<file path="config.mk">
export PLATFORM = sky130hd
export DESIGN_NAME = dgas_front
export DESIGN_NICKNAME = d
export VERILOG_FILES = /design/src/hdl/dgas_pkg.sv /design/src/hdl/dgas_front.sv
export SDC_FILE = /design/constraint.sdc
export NUM_CORES = 1
export LEC_CHECK = 0
export ABC_AREA = 1
export BUFFER_PORTS_ARGS = -buffer_cell sky130_fd_sc_hd__buf_2
export CAP_MARGIN = 25
export CORE_ASPECT_RATIO = 0.9
export CORE_UTILIZATION = 35
export DETAILED_ROUTE_END_ITERATION = 7
export PLACE_DENSITY_LB_ADDON = 0.1
export RECOVER_POWER = 100
export SYNTH_ARGS = -nofsm -noshare
export SYNTH_HDL_FRONTEND = slang
export SYNTH_SLANG_ARGS = --single-unit
</file>
<file path="constraint.sdc">
create_clock -name vclk -period 1.2
set_input_delay 0.3 -clock vclk [all_inputs]
set_output_delay 0.3 -clock vclk [all_outputs]
set_load 0.01 [all_outputs]
</file>
<file path="src/hdl/dgas_pkg.sv">
// ----------------------------------------------------------------------------
// dgas_pkg
// Shared types and constants for the directed graph adjacency store.
// ----------------------------------------------------------------------------
package dgas_pkg;

	localparam int ID_W        = 32;
	localparam int COUNT_W     = 7;
	localparam int QUEUE_DEPTH = 2;

	// Request codes, in the encoding of the req_type port.
	typedef enum logic [1:0] {
		OP_ADD  = 2'd0,
		OP_SUCC = 2'd1,
		OP_PRED = 2'd2,
		OP_ALL  = 2'd3
	} op_t;

	// Result status codes.
	typedef enum logic [1:0] {
		ST_OK      = 2'd0,
		ST_FULL    = 2'd1,
		ST_UNKNOWN = 2'd2
	} status_t;

	// One classified item as it waits in the queue.
	typedef struct packed {
		op_t              op;
		logic [ID_W-1:0]  a;
		logic [ID_W-1:0]  b;
		logic             self_loop;
	} item_t;

	// One result item.
	typedef struct packed {
		logic               vld;
		logic [ID_W-1:0]    vertex;
		logic               has;
		logic               last;
		logic [COUNT_W-1:0] count;
		status_t            status;
	} res_t;

	// Queue status seen by the front.
	typedef struct packed {
		logic full;
		logic empty;
	} queue_stat_t;

	typedef enum logic [2:0] {
		BS_IDLE,
		BS_LOOKUP,
		BS_ADD_RD,
		BS_ADD_WA,
		BS_ADD_WB,
		BS_ADD_DONE,
		BS_LIST,
		BS_LIST_END
	} back_state_t;

endpackage

</file>
<file path="src/hdl/dgas_front.sv">
// ----------------------------------------------------------------------------
// dgas_front
// Accepts requests while the queue has room and classifies them.
// ----------------------------------------------------------------------------
module dgas_front (
	input  logic                  start,
	input  logic [1:0]            req_type,
	input  logic [31:0]           vertex_a,
	input  logic [31:0]           vertex_b,
	input  dgas_pkg::queue_stat_t q_stat,
	output logic                  busy,
	output logic                  push,
	output dgas_pkg::item_t       item
);

	always_comb begin
		case (req_type)
			dgas_pkg::OP_ADD:  item.op = dgas_pkg::OP_ADD;
			dgas_pkg::OP_SUCC: item.op = dgas_pkg::OP_SUCC;
			dgas_pkg::OP_PRED: item.op = dgas_pkg::OP_PRED;
			default:           item.op = dgas_pkg::OP_ALL;
		endcase
		item.a         = vertex_a;
		item.b         = vertex_b;
		// A self loop on an unknown vertex must take only one index.
		item.self_loop = (vertex_a == vertex_b);
	end

	assign busy = q_stat.full;
	assign push = start && !q_stat.full;

endmodule

</file>
== After elaboration in Yosys (flattened, before gate mapping) ==
Cells that the tools add are included.

* Bits of input ports: 69
* Word-level logic and storage cells: 7
* Output and inout bits: 69
* Flip-flop bits (word level): 0

* Equality and inequality tests: 3
* Mux-type cells: 1
* Reductions and logical operators: 3

{| class="wikitable"
|+ Operator list
! operator !! number
|-
| 32-bit equality test || 1
|-
| 2-bit case mux with 3 select lines || 1
|-
| 2-bit by 1-bit equality test with 1-bit output, second input constant || 1
|-
| 2-bit equality test, second input constant || 1
|-
| 2-bit zero test || 1
|-
| 1-bit logical AND || 1
|-
| 1-bit zero test || 1
|}

== Depth between registers and ports, before layout ==
* Depth after elaboration: 2
* Gate-level depth with buffers: 8
* Mapped depth without buffers: 8

== Worst setup path before layout ==
No wires, ideal clock.

* Kind: in2out
* From: input vertex_b[20]
* To: output item[0] in the netlist's numbering
* Slack: 0.041 ns
* Arrival time: 0.859 ns
* Data required time: 0.900 ns
* Cell stages on the path: 7
* Path buffers: 0
* Cell sequence: nor2_1 nor2_1 nor2_1 nand2_1 nor2_1 nand2_1 nor2_1

{| class="wikitable"
|+ RTL lines
! element !! line !! RTL
|-
| start, declared || dgas_front.sv:9 || <nowiki>input logic [31:0] vertex_b,</nowiki>
|-
| end, declared || dgas_front.sv:13 || <nowiki>output dgas_pkg::item_t item</nowiki>
|}

==> results.cfg <==
[run_status]
status = finished, violations left
violations = setup timing

[sta]
finalMaxSlewViolations = 0
rsz0062_at_grt = true
setup_viol_count_final = 1
slew_headroom_pct = 90.2
worst_pin_slew_ps = 148
finalHoldWorstSlack_ps = 600
fin_crit_ps = 1370
hold_violations = 0
finalWorstSetupSlack_ps = -172
setup_tns_ps = -172
fmax_mhz = 729
period_share_pct = 114

[critical_path]
crit_path_start_kind = primary input
worstSetupEndpointType = output pin
critPathRequiredTime_ps = 900
cpMostUsedCell = nor2_1
crit_buf_inv = 2
crit_end = item[0]
startpoint = vertex_b[5]
max_stage_delay_ps = 140
worstPathMaxFanout = 3
path_depth = 9
crit_slowest_cell = buf_2
cp.arrival_ps = 1070
cp_top_family = simple AND/OR/NAND/NOR gates
path_cells = buf_2 -> nor2_2 -> nor2_1 -> nor2_1 -> nand2_1 -> nor2_1 -> nand2_1 -> nor2_1 -> buf_2
crit_type = in -> out

[finish]
multi_input_area_sq_um = 498
syn_to_final_growth_pct = 35.8
fill_cells = 372
finish.instance_area_sq_mm = 0.00156
utilization_pct = 50.5
fin_nets = 379
nClkBuffers = 0
nFlopsAndLatches = 0
seq_area_sq_um = 0
diodes = 0
final_cells = 350
drive_gt1_share_pct = 42.2

[die]
rows = 19
fp.dieW_um = 62.4
die_area_sq_mm = 0.00352
die_h_um = 56.3
core_region_area_sq_mm = 0.00309
start_util_pct = 37.2
top_level_ports = 138

[global_routing]
grt_pass1_vias = 951
grt_pass1_wl_um = 3580
grt_usage_pct = 11.6
antenna_found_initial = 0
grt_max_degree = 4
grt_overflow = 0

[place]
dp.cells = 349
place_area_sq_mm = 0.00140
hpwl_um = 2050
port-buffer-count = 133
post-place-ws_ps = -218
place.gp.congestion = 0.649

[synth]
synth.net_count = 306
ys_top_cells_by_area = buf_4 42%, nand2_1 25%, inv_1 16%, nor2_1 14%, xor2_1 2.3%
synth_warnings = 0
synth.avg_cell_area_sq_um = 4.85
yosys.area.top_type_share_pct = 42.5
yosys.cell_count.top_type = nand2_1
syn_area_sq_mm = 0.00115
yosysTopAreaCell = buf_4
synthCells = 237
synth_commonest_cells = 75 x nand2_1, 65 x buf_4, 48 x inv_1
synth_cell_types = 6
seq_area_frac_synth_pct = 0

[routing]
num_vias = 1298
via_per_inst = 3.71
drc = 0
drt-total-wl_um = 2450
first_pass_iters = 4
ant_nets = 0
drt_iter0_drc = 42
wl_per_cell_um = 6.99

[power]
power_uw = 527
cellPowerDensity_mw_per_mm2 = 338
ir_worst_vdd_v = 0.000161
p_leak_nw = 1.10

[worst_hold_path]
hp-class = in -> out

[run]
drv_cap = 0
## logic make-up (layout without fill, tap and decap cells)
kind of cell	Yosys count	after routing	synth area share (%)
buf+inv	115	186	58.8
xor+xnor	3	3	2.29
simple gates	119	119	38.9
## how the worst min path moves through the flow
stage               depth (start not counted)        to         from  slack, ps
floorplan                                   1      push    q_stat[1]        650
global placement                            0  item[65]  req_type[0]        600
detailed placement                          0  item[65]  req_type[0]        600
CTS                                         0  item[65]  req_type[0]        600
global route                                0  item[65]  req_type[0]        600
finish                                      0  item[65]  req_type[0]        600
## report_power, final
group          leakage (nW)  switching [mW]  total [mW]  internal, mW
logic                  1.10           0.257       0.527         0.269
registers                 0               0           0             0
clock network             0               0           0             0
total                  1.10           0.257       0.527         0.269
## timing repair
item	in CTS	in global routing
cloned	0	0
hold buffers	0	0
resized for setup	5	34
endpoints found under the setup margin	1	1
buffers inserted	1	0
pin swaps	20	33
## area by class of cell
class                           count  area share [%]
Inverter                           48            11.5
Multi-Input combinational cell    122            31.9
Tap cell                           42            3.37
Timing Repair Buffer              138            53.2
## cells in the final DEF, fill, tap and decap left out, drive strengths merged
| master | synthesis | layout |
|---|---|---|
| buf | 65 | 117 |
| nand2 | 75 | 75 |
| inv | 48 | 48 |
| nor2 | 44 | 44 |
| clkbuf | 2 | 21 |
| xor2 | 3 | 3 |
## metal layers
layer / share of wire (%) / GRT usage [%] / up-vias
met4: 0 / 0 / 0
met5: 0 / 0 / -
li1: - / - / 744
met3: 8.8 / 0.610 / 0
met1: 39 / 13.7 / 490
met2: 52 / 24.2 / 64
(Power assumes the default switching activity.)
