===== config.mk =====
export PLATFORM = sky130hd
export DESIGN_NAME = dgas_fifo
export DESIGN_NICKNAME = d
export VERILOG_FILES = /design/src/hdl/dgas_pkg.sv /design/src/hdl/dgas_fifo.sv
export SDC_FILE = /design/constraint.sdc
export NUM_CORES = 1
export LEC_CHECK = 0
export BUFFER_PORTS_ARGS = -buffer_cell sky130_fd_sc_hd__buf_2
export CAP_MARGIN = 20
export CORE_ASPECT_RATIO = 2
export CORE_MARGIN = 5
export CORE_UTILIZATION = 40
export CTS_CLUSTER_SIZE = 40
export DETAILED_ROUTE_END_ITERATION = 7
export PLACE_DENSITY = 0.71
export SYNTH_ARGS = -nofsm -noshare
export SYNTH_HDL_FRONTEND = slang
export SYNTH_SLANG_ARGS = --single-unit

===== constraint.sdc =====
create_clock -name clk -period 5.4 [get_ports clk]
set_clock_uncertainty 0.05 [all_clocks]
set_input_delay 0 -clock clk [delete_from_list [all_inputs] [get_ports clk]]
set_output_delay 0 -clock clk [all_outputs]
set_load 0.02 [all_outputs]

===== src/hdl/dgas_pkg.sv =====
// ----------------------------------------------------------------------------
// dgas_pkg
// Shared types and constants for the directed graph adjacency store.
// ----------------------------------------------------------------------------
package dgas_pkg;

	localparam int ID_W        = 32;
	localparam int COUNT_W     = 7;
	localparam int QUEUE_DEPTH = 2;

	// Request codes, in the encoding of the req_type port.
	typedef enum logic [1:0] {
		OP_ADD  = 2'd0,
		OP_SUCC = 2'd1,
		OP_PRED = 2'd2,
		OP_ALL  = 2'd3
	} op_t;

	// Result status codes.
	typedef enum logic [1:0] {
		ST_OK      = 2'd0,
		ST_FULL    = 2'd1,
		ST_UNKNOWN = 2'd2
	} status_t;

	// One classified item as it waits in the queue.
	typedef struct packed {
		op_t              op;
		logic [ID_W-1:0]  a;
		logic [ID_W-1:0]  b;
		logic             self_loop;
	} item_t;

	// One result item.
	typedef struct packed {
		logic               vld;
		logic [ID_W-1:0]    vertex;
		logic               has;
		logic               last;
		logic [COUNT_W-1:0] count;
		status_t            status;
	} res_t;

	// Queue status seen by the front.
	typedef struct packed {
		logic full;
		logic empty;
	} queue_stat_t;

	typedef enum logic [2:0] {
		BS_IDLE,
		BS_LOOKUP,
		BS_ADD_RD,
		BS_ADD_WA,
		BS_ADD_WB,
		BS_ADD_DONE,
		BS_LIST,
		BS_LIST_END
	} back_state_t;

endpackage


===== src/hdl/dgas_fifo.sv =====
// ----------------------------------------------------------------------------
// dgas_fifo
// Short queue of classified items between the front and the back.
// ----------------------------------------------------------------------------
module dgas_fifo (
	input  logic                 clk,
	input  logic                 arst_n,
	input  logic                 push,
	input  dgas_pkg::item_t      push_item,
	input  logic                 pop,
	output dgas_pkg::item_t      head,
	output dgas_pkg::queue_stat_t stat
);

	localparam int PW = (dgas_pkg::QUEUE_DEPTH > 1) ? $clog2(dgas_pkg::QUEUE_DEPTH) : 1;
	localparam int CW = $clog2(dgas_pkg::QUEUE_DEPTH + 1);

	dgas_pkg::item_t entry_q [dgas_pkg::QUEUE_DEPTH];
	logic [PW-1:0]   wr_ptr_q;
	logic [PW-1:0]   rd_ptr_q;
	logic [CW-1:0]   fill_q;

	function automatic logic [PW-1:0] ptr_inc(input logic [PW-1:0] p);
		if (p == PW'(dgas_pkg::QUEUE_DEPTH - 1)) begin
			return '0;
		end
		return p + PW'(1);
	endfunction

	always_ff @(posedge clk) begin
		if (push) begin
			entry_q[wr_ptr_q] <= push_item;
		end
	end

	always_ff @(posedge clk or negedge arst_n) begin
		if (!arst_n) begin
			wr_ptr_q <= '0;
			rd_ptr_q <= '0;
			fill_q   <= '0;
		end else begin
			if (push) begin
				wr_ptr_q <= ptr_inc(wr_ptr_q);
			end
			if (pop) begin
				rd_ptr_q <= ptr_inc(rd_ptr_q);
			end
			if (push && !pop) begin
				fill_q <= fill_q + CW'(1);
			end else if (pop && !push) begin
				fill_q <= fill_q - CW'(1);
			end
		end
	end

	assign head       = entry_q[rd_ptr_q];
	assign stat.full  = (fill_q == CW'(dgas_pkg::QUEUE_DEPTH));
	assign stat.empty = (fill_q == '0);

endmodule


* Yosys cells after proc, flatten, opt, wreduce, memory -nomap -nowiden
Memory sizes are Yosys's and may differ from the RTL's. Index checks and enable logic that the tools add are counted.
Storage, ports and cells: register bits 4, logic and storage cells 27, memories kept 1, input bits 71, RAM bits 134
Memories:
- entry_q | depth 2, bits a word 67, read ports 1, clocked after Yosys merged registers in 0, wr ports 1, RTL line dgas_fifo.sv:18 | dgas_pkg::item_t entry_q [dgas_pkg::QUEUE_DEPTH];
Cells by class: muxes and demuxes 12, eq/ne operators 1, $add $sub $neg 4, reductions and logical operators 6
Operator list (count):
- $mux 1 | 10
- $mux 2 | 2
- $add 1x1->1 const B | 2
- $add 2x1->2 const B | 1
- $eq 2x2->1 const B | 1
- $logic_and 1x1->1 | 2
- $logic_not 1->1 | 2
- $logic_not 2->1 | 1
- $reduce_bool 2->1 | 1
- $sub 2x1->2 const B | 1

* Logic depth before layout (Yosys ltp)
Gate-level depths: netlist of run 1.
word-level depth 4, mapped depth 5, depth with buffers taken out 5

* Least setup slack after synthesis of run 1
No wires, ideal clock.
path type reg2reg, from register wr_ptr_q, to memory entry_q[0][0] (netlist name), enable pin, stages on the path, launching flop included 2, clock period less this slack 3.929 ns, slack 1.471 ns, data arrival time 3.379 ns, cells stage by stage dfrtp_1 nor2b_1
RTL lines:
- from (decl) | RTL line dgas_fifo.sv:19 | logic [PW-1:0] wr_ptr_q;
- from (signal assigned) | RTL line dgas_fifo.sv:43 | wr_ptr_q <= ptr_inc(wr_ptr_q);
- to (decl) | RTL line dgas_fifo.sv:18
No word-level cell before the write port.

==> impl_metrics.xml, run 1 <==
<?xml version="1.0" encoding="UTF-8"?>
<metrics>
  <group name="grt">
    <metric name="vias_in_the_first_global_route" unit="">3346</metric>
    <metric name="number_of_antenna_violations_at_the_first_check_in_global_routing" unit="">0</metric>
    <metric name="grt_max_degree" unit="">69</metric>
    <metric name="globalRouteTotalUtil" unit="%">14.1</metric>
    <metric name="grt_pass1_wl" unit="µm">16600</metric>
    <metric name="global_route.overflow_total" unit="">0</metric>
  </group>
  <group name="floorplanning">
    <metric name="floorplan.die_area" unit="µm²">15300</metric>
    <metric name="fp.dieH" unit="µm">170</metric>
    <metric name="initial_standard_cell_utilization_of_the_core" unit="%">40.7</metric>
    <metric name="placeableCoreArea" unit="µm²">12600</metric>
    <metric name="ioPinCount" unit="">140</metric>
    <metric name="num_rows" unit="">58</metric>
    <metric name="fp.dieW" unit="µm">89.9</metric>
  </group>
  <group name="synth">
    <metric name="postSynthAreaPerCell" unit="µm²">22.7</metric>
    <metric name="ys_warn_count" unit="">0</metric>
    <metric name="post_synth_inst_count" unit="">225</metric>
    <metric name="post-synth-top-area-fraction" unit="%">78.7</metric>
    <metric name="synth_area" unit="µm²">5110</metric>
    <metric name="ys_types" unit="">14</metric>
    <metric name="synth.net_count" unit="">297</metric>
    <metric name="register_bit_total_from_synthesis" unit="">138</metric>
    <metric name="synth.top_cells.by_area" unit="">sky130_fd_sc_hd__edfxtp_1, sky130_fd_sc_hd__mux2_2, sky130_fd_sc_hd__mux2_4</metric>
    <metric name="seq_area_frac_synth" unit="%">80.7</metric>
    <metric name="netlist.top_cell.by_area" unit="">sky130_fd_sc_hd__edfxtp_1</metric>
  </group>
  <group name="cells_and_area">
    <metric name="multiInputGateArea" unit="µm²">922</metric>
    <metric name="layout-drive-gt1-share" unit="%">52.2</metric>
    <metric name="finish.utilization" unit="%">57.8</metric>
    <metric name="ff_latch_area" unit="µm²">4130</metric>
    <metric name="syn_to_final_growth" unit="%">41.9</metric>
    <metric name="nFillCells" unit="">935</metric>
    <metric name="finish.net_count" unit="">519</metric>
    <metric name="final_cell_count_no_fill" unit="">611</metric>
  </group>
  <group name="pwr">
    <metric name="power.share.switching" unit="%">30.7</metric>
    <metric name="power.share.combinational" unit="%">27.9</metric>
    <metric name="p_switching" unit="mW">1.17</metric>
    <metric name="seq_pwr_share" unit="%">41.9</metric>
    <metric name="share_clk_of_total_power" unit="%">30.2</metric>
    <metric name="power_density" unit="nW/µm²">525</metric>
    <metric name="ir_worst_vdd" unit="V">0.000459</metric>
    <metric name="cellLeakagePower" unit="nW">2.84</metric>
    <metric name="design_internal_power" unit="mW">2.64</metric>
  </group>
  <group name="timing">
    <metric name="setup_violations" unit="">0</metric>
    <metric name="worstMarginPinSlew" unit="ns">1.04</metric>
    <metric name="report.final.slew_viol_count" unit="">0</metric>
    <metric name="finalWorstPathRequiredPeriod" unit="ns">2.20</metric>
    <metric name="max_frequency" unit="MHz">454</metric>
    <metric name="setup-tns-final" unit="ns">0</metric>
    <metric name="maxSlewHeadroom" unit="%">30.8</metric>
    <metric name="report.final.hold_viol_count" unit="">0</metric>
    <metric name="final.setup.worst_slack" unit="ns">3.20</metric>
    <metric name="layout_worst_path_cycle_share" unit="%">40.7</metric>
    <metric name="grt_setup_unrepaired" unit="">no</metric>
  </group>
  <group name="clock_network">
    <metric name="cts.clk_slew.worst_paths" unit="ns">0.05</metric>
    <metric name="clk_path_buf_depth" unit="">2</metric>
    <metric name="clock_sinks" unit="">138</metric>
    <metric name="cts_max_level" unit="">4</metric>
    <metric name="cts_tree" unit="">built</metric>
    <metric name="clk-insertion-delay-late" unit="ns">0.40</metric>
    <metric name="cts-root-buf" unit="">sky130_fd_sc_hd__clkbuf_16</metric>
    <metric name="post-cts-setup-buffer-count" unit="">0</metric>
    <metric name="cts_buffers" unit="">17</metric>
  </group>
  <group name="setup_path">
    <metric name="crit_type" unit="">flop to output port</metric>
    <metric name="worst_ep_required_time" unit="ns">5.35</metric>
    <metric name="critical-path-max-stage-delay" unit="ns">1.11</metric>
    <metric name="r2r-start" unit="">wr_ptr_q</metric>
    <metric name="cp-start-kind" unit="">flop</metric>
    <metric name="critical_path.slowest_cell" unit="">sky130_fd_sc_hd__dfrtp_4</metric>
    <metric name="crit_start" unit="">rd_ptr_q</metric>
    <metric name="cp_cell_sequence" unit="">mux2_2 -&gt; buf_2</metric>
    <metric name="critical_path_data_arrival_time" unit="ns">2.15</metric>
    <metric name="critPathCaptureType" unit="">output port</metric>
    <metric name="worst-r2r-cell-count" unit="">2</metric>
    <metric name="crit_path_max_fanout" unit="">68</metric>
  </group>
  <group name="drt">
    <metric name="route.vias.total" unit="">2865</metric>
    <metric name="drt.antenna.violating_nets" unit="">0</metric>
    <metric name="drt-vias-per-instance" unit="">4.69</metric>
    <metric name="drc" unit="">0</metric>
    <metric name="detail_route.first_pass.iterations" unit="">4</metric>
    <metric name="wirelength_routed" unit="µm">10400</metric>
    <metric name="starting_drt_drc_count" unit="">89</metric>
    <metric name="wl_per_cell" unit="µm">17.1</metric>
  </group>
  <group name="run_status">
    <metric name="run_status" unit="">finished, final reports clean</metric>
  </group>
  <group name="place">
    <metric name="numPortBuffers" unit="">139</metric>
    <metric name="dpl.hpwl" unit="µm">6360</metric>
    <metric name="dp_slack" unit="ns">3.22</metric>
    <metric name="post-place-cells" unit="">507</metric>
    <metric name="place_congestion" unit="">0.722</metric>
  </group>
  <group name="flow_run">
    <metric name="max-cap-violations" unit="">0</metric>
  </group>
  <group name="min_path">
    <metric name="hold_path.startpoint" unit="">push_item[10]</metric>
    <metric name="classification_of_the_worst_slack_hold_path" unit="">primary input to flop</metric>
    <metric name="holdPathStages" unit="">2</metric>
  </group>
</metrics>
[cell usage after synthesis]
cell	number
sky130_fd_sc_hd__edfxtp_1	134
sky130_fd_sc_hd__buf_6	2
sky130_fd_sc_hd__nor2_1	2
sky130_fd_sc_hd__inv_1	1
sky130_fd_sc_hd__ha_1	1
sky130_fd_sc_hd__mux2_4	20
sky130_fd_sc_hd__buf_2	4
sky130_fd_sc_hd__buf_8	2
sky130_fd_sc_hd__mux2_2	47
sky130_fd_sc_hd__nor2b_1	2
sky130_fd_sc_hd__xnor2_1	1
sky130_fd_sc_hd__xor2_1	4
sky130_fd_sc_hd__and2_1	1
sky130_fd_sc_hd__dfrtp_1	4
[final timing paths]
kind                             endpoint  slack, ns
setup / recovery                 head[57]       3.20
min in group asynchronous        rd_ptr_q       0.44
setup reg to reg           entry_q[0][50]       3.27
hold / removal             entry_q[0][10]       0.27
max in group asynchronous        rd_ptr_q       4.66
hold reg to reg                 fill_q[1]       0.48
[routing by layer]
layer | vias to the layer above | GRT usage (%) | routed length [µm]
met1 | 1414 | 13.3 | 3570
met5 | - | 0 | 0
met3 | 22 | 4.60 | 453
li1 | 1339 | - | -
met2 | 90 | 26.1 | 6080
met4 | 0 | 8.30 | 336
[final cells by class]
class | instances | area share (%)
Inverter | 1 | 0.0517
Clock inverter | 15 | 2.36
Multi-Input combinational cell | 78 | 12.7
Timing Repair Buffer | 211 | 19.5
Clock buffer | 17 | 5.86
Tap cell | 150 | 2.59
Sequential cell | 138 | 56.9
Antenna cell | 1 | 0.0345
[repair_timing]
item / 4_1_cts / 5_1_grt
hold buffers: 71 / 0
endpoints found under the setup margin: 0 / 0
resized for setup: 0 / 0
endpoints found under the hold margin: 141 / 0
[logic make-up (layout without fill, tap and decap cells)]
| logic type | after synthesis | in the layout | share of synthesized area [%] |
|---|---|---|---|
| DFF | 138 | 138 | 80.7 |
| adders and majority gates | 1 | 1 | 0.245 |
| other | 0 | 1 | 0 |
| xor gates and xnor gates | 5 | 5 | 0.857 |
| and+or+nand+nor | 5 | 5 | 0.514 |
| buffers and inverters | 9 | 244 | 1.49 |
| muxes | 67 | 67 | 16.2 |
[layout by cell type (no fill, tap or decap), types with 2 or more instances in the layout]
cell,count
sky130_fd_sc_hd__dlygate4sd3_1,71
sky130_fd_sc_hd__buf_2,139
sky130_fd_sc_hd__clkinv_1,2
sky130_fd_sc_hd__clkinv_4,2
sky130_fd_sc_hd__nor2_1,2
sky130_fd_sc_hd__edfxtp_1,134
sky130_fd_sc_hd__bufinv_16,3
sky130_fd_sc_hd__dfrtp_1,3
sky130_fd_sc_hd__mux2_2,47
sky130_fd_sc_hd__inv_6,3
sky130_fd_sc_hd__clkbuf_16,17
sky130_fd_sc_hd__mux2_4,20
sky130_fd_sc_hd__clkinvlp_4,2
sky130_fd_sc_hd__clkinv_2,3
sky130_fd_sc_hd__xor2_1,4
[per-stage QoR]
step | instance area (µm²) | hold WS, ns | power [mW]
4_1_cts | 7250 | 0.248 | 3.86
6_report | 7250 | 0.270 | 3.81
3_3_place_gp | 5940 | -0.240 | 2.62
5_1_grt | 7250 | 0.254 | 3.99
2_1_floorplan | 5110 | -0.346 | 2.34
3_5_place_dp | 5940 | -0.238 | 2.65
[registers in the layout, indices dropped and copies added, names as in the netlist]
signal,flops
entry_q,134
fill_q,2
rd_ptr_q,1
wr_ptr_q,1
[worst max-delay path, delay by kind of cell (launching register included)]
family	cells	cell delay (ns)
buf+inv	1	0.16
flops	1	1.11
mux	1	0.44
[power by group through the flow]
stage / clock [mW] / sequential, mW / combinational (mW)
6_report: 1.15 / 1.59 / 1.06
5_1_grt: 1.23 / 1.62 / 1.13
4_1_cts: 1.18 / 1.60 / 1.08
3_5_place_dp: 0 / 1.62 / 1.03
3_3_place_gp: 0 / 1.60 / 1.02
2_1_floorplan: 0 / 1.50 / 0.841
(Power assumes the default switching activity.)
==> inputs of run 2 (changes only) <==
--- a/config.mk
+++ b/config.mk
@@ -12,7 +12,7 @@
 export CORE_UTILIZATION = 40
 export CTS_CLUSTER_SIZE = 40
 export DETAILED_ROUTE_END_ITERATION = 7
-export PLACE_DENSITY = 0.71
+export PLACE_DENSITY = 0.73
 export SYNTH_ARGS = -nofsm -noshare
 export SYNTH_HDL_FRONTEND = slang
 export SYNTH_SLANG_ARGS = --single-unit
==> constraint.sdc (replaced) <==
create_clock -name clk -period 1.99 [get_ports clk]
set_clock_uncertainty 0.05 [all_clocks]
set_input_delay 0 -clock clk [delete_from_list [all_inputs] [get_ports clk]]
set_output_delay 0 -clock clk [all_outputs]
set_load 0.02 [all_outputs]
==> run 2 against run 1 <==
Effect of this change:
- combinational power increased to 3.1 times the previous value
- non-clock buffer count increased by 5
- first-iteration DRC count grew 12%
- sequential power grew to 2.5 times the previous value
- sequential share of layout area decreased by 0.40 points
- total power rose to 2.7 times the previous value
- critical path type unchanged
- critical endpoint is now head[63]
- highest routed layer unchanged
==> impl_metrics.xml, run 2 (same netlist as run 1, synthesis figures left out) <==
<?xml version="1.0" encoding="UTF-8"?>
<metrics>
  <group name="grt">
    <metric name="vias_in_the_first_global_route" unit="">3226</metric>
    <metric name="gr-usage-met3" unit="%">4.33</metric>
    <metric name="groute.layer.met1.usage" unit="%">13.7</metric>
    <metric name="grt_pass1_wl" unit="µm">16200</metric>
    <metric name="number_of_antenna_violations_at_the_first_check_in_global_routing" unit="">0</metric>
    <metric name="grt_max_degree" unit="">43</metric>
    <metric name="globalRouteTotalUtil" unit="%">13.8</metric>
    <metric name="grt-busiest-layer" unit="">met2</metric>
    <metric name="global_route.overflow_total" unit="">0</metric>
    <metric name="global_route.usage.met2" unit="%">25.2</metric>
  </group>
  <group name="drt">
    <metric name="drt.antenna.violating_nets" unit="">0</metric>
    <metric name="drt-vias-per-instance" unit="">4.63</metric>
    <metric name="wirelength_routed" unit="µm">10200</metric>
    <metric name="starting_drt_drc_count" unit="">100</metric>
    <metric name="detail_route.first_pass.iterations" unit="">4</metric>
    <metric name="wl_per_cell" unit="µm">16.6</metric>
    <metric name="drc" unit="">0</metric>
    <metric name="route.vias.total" unit="">2850</metric>
  </group>
  <group name="place">
    <metric name="place_congestion" unit="">0.697</metric>
    <metric name="numPortBuffers" unit="">139</metric>
    <metric name="dpl.hpwl" unit="µm">6610</metric>
    <metric name="detailed_place.area" unit="µm²">6020</metric>
    <metric name="dp_slack" unit="ns">0.553</metric>
  </group>
  <group name="clock_network">
    <metric name="clk-insertion-delay-late" unit="ns">0.40</metric>
    <metric name="cts_max_level" unit="">4</metric>
    <metric name="cts_hold_repair.buffers" unit="">71</metric>
    <metric name="cts.clk_slew.worst_paths" unit="ns">0.06</metric>
    <metric name="post-cts-setup-buffer-count" unit="">0</metric>
    <metric name="cts-root-buf" unit="">sky130_fd_sc_hd__clkbuf_16</metric>
    <metric name="clk_path_buf_depth" unit="">2</metric>
    <metric name="cts_buffers" unit="">17</metric>
    <metric name="post_cts_resized" unit="">0</metric>
    <metric name="cts_tree" unit="">built</metric>
    <metric name="clock_sinks" unit="">138</metric>
  </group>
  <group name="setup_path">
    <metric name="worst_ep_required_time" unit="ns">1.94</metric>
    <metric name="cp_cell_sequence" unit="">buf_12 -&gt; mux2_2 -&gt; buf_2</metric>
    <metric name="critical_path.reg2reg.endpoint" unit="">entry_q[1][13]</metric>
    <metric name="critPathCaptureType" unit="">output port</metric>
    <metric name="worst-r2r-cell-count" unit="">2</metric>
    <metric name="buffers_inverters_on_critical_path" unit="">2</metric>
    <metric name="crit_path_max_fanout" unit="">39</metric>
    <metric name="critical_path_data_arrival_time" unit="ns">1.65</metric>
    <metric name="cp-start-kind" unit="">flop</metric>
    <metric name="rrSetupSlack" unit="ns">0.55</metric>
    <metric name="crit_type" unit="">flop to output port</metric>
    <metric name="critical-path-top-delay-family" unit="">flip-flops</metric>
    <metric name="critical-path-max-stage-delay" unit="ns">0.44</metric>
    <metric name="r2r-start" unit="">wr_ptr_q</metric>
    <metric name="crit_start" unit="">rd_ptr_q</metric>
    <metric name="critical_path.slowest_cell" unit="">sky130_fd_sc_hd__dfrtp_4</metric>
  </group>
  <group name="floorplanning">
    <metric name="ioPinCount" unit="">140</metric>
    <metric name="num_rows" unit="">58</metric>
    <metric name="initial_standard_cell_utilization_of_the_core" unit="%">40.7</metric>
    <metric name="fp.dieW" unit="µm">89.9</metric>
    <metric name="fp.dieH" unit="µm">170</metric>
    <metric name="placeableCoreArea" unit="µm²">12600</metric>
    <metric name="floorplan.die_area" unit="µm²">15300</metric>
  </group>
  <group name="timing">
    <metric name="report.final.hold_viol_count" unit="">0</metric>
    <metric name="report.final.slew_viol_count" unit="">0</metric>
    <metric name="max_frequency" unit="MHz">587</metric>
    <metric name="grt_setup_unrepaired" unit="">no</metric>
    <metric name="layout_worst_path_cycle_share" unit="%">85.6</metric>
    <metric name="finalWorstPathRequiredPeriod" unit="ns">1.70</metric>
    <metric name="worstMarginPinSlew" unit="ns">0.484</metric>
    <metric name="setup-tns-final" unit="ns">0</metric>
    <metric name="setup_violations" unit="">0</metric>
    <metric name="hold-worst-slack" unit="ns">0.264</metric>
    <metric name="maxSlewHeadroom" unit="%">67.7</metric>
    <metric name="final.setup.worst_slack" unit="ns">0.287</metric>
  </group>
  <group name="cells_and_area">
    <metric name="most_frequent_cells_in_the_layout" unit="">sky130_fd_sc_hd__buf_2, sky130_fd_sc_hd__edfxtp_1, sky130_fd_sc_hd__dlygate4sd3_1</metric>
    <metric name="finish.utilization" unit="%">58.2</metric>
    <metric name="layout_top_registers" unit="">entry_q (134), fill_q (2)</metric>
    <metric name="post_route_cell_area" unit="µm²">7310</metric>
    <metric name="largest_register_ffs" unit="">134</metric>
    <metric name="finish.net_count" unit="">524</metric>
    <metric name="mostFrequentLayoutCell" unit="">sky130_fd_sc_hd__buf_2</metric>
    <metric name="syn_to_final_growth" unit="%">42.9</metric>
    <metric name="layout-drive-gt1-share" unit="%">52.5</metric>
    <metric name="regMostFlops" unit="">entry_q</metric>
  </group>
  <group name="min_path">
    <metric name="holdPathStages" unit="">2</metric>
    <metric name="classification_of_the_worst_slack_hold_path" unit="">primary input to flop</metric>
    <metric name="hold_path.startpoint" unit="">push_item[49]</metric>
    <metric name="worstHoldEndpoint" unit="">entry_q[0][49]</metric>
  </group>
  <group name="pwr">
    <metric name="cellLeakagePower" unit="nW">2.86</metric>
    <metric name="ir_worst_vdd" unit="V">0.00100</metric>
    <metric name="power_density" unit="nW/µm²">1410</metric>
  </group>
  <group name="flow_run">
    <metric name="max-cap-violations" unit="">0</metric>
  </group>
  <group name="run_status">
    <metric name="run_status" unit="">finished, final reports clean</metric>
  </group>
</metrics>
run 2: stage by stage:
step           total power, mW  instances
3_5_place_dp              7.31        512
6_report                  10.3        616
5_1_grt                   10.8        615
3_3_place_gp              7.23        512
2_1_floorplan             6.32        225
4_1_cts                   10.4        615
run 2: worst max path at each step:
stage	end	slack [ns]	depth (start not counted)
final	head[63]	0.29	3
after detailed placement	entry_q[1][25]	0.55	2
after global routing	head[48]	0.23	3
after global placement	entry_q[1][25]	0.58	2
after CTS	head[63]	0.26	3
after floorplan	entry_q[0][0]	0.1	1
run 2: worst reg2reg max path, cell delays in order, from the launching register on:
cell,delay (ns)
sky130_fd_sc_hd__dfrtp_1,0.42
sky130_fd_sc_hd__and2_4,0.17
sky130_fd_sc_hd__buf_4,0.40
run 2: power by group:
group | internal, mW | switching, mW
sequential | 3.87 | 0.164
combinational | 1.42 | 1.86
clock | 1.85 | 1.14
run 2: final cells by class:
cell class | count | area, µm²
fill | 954 | 5250
timing repair buffer | 216 | 1490
clock buffer | 18 | 429
antenna | 1 | 2.50
inverter | 1 | 3.75
clock inverter | 14 | 144
multi-input combinational | 78 | 922
sequential | 138 | 4130
tap | 150 | 188
run 2: layer usage:
metal	vias to the layer above	share of wire, %
met2	94	57
met5	-	0
li1	1338	-
met4	0	3.1
met1	1398	35
met3	20	4.7
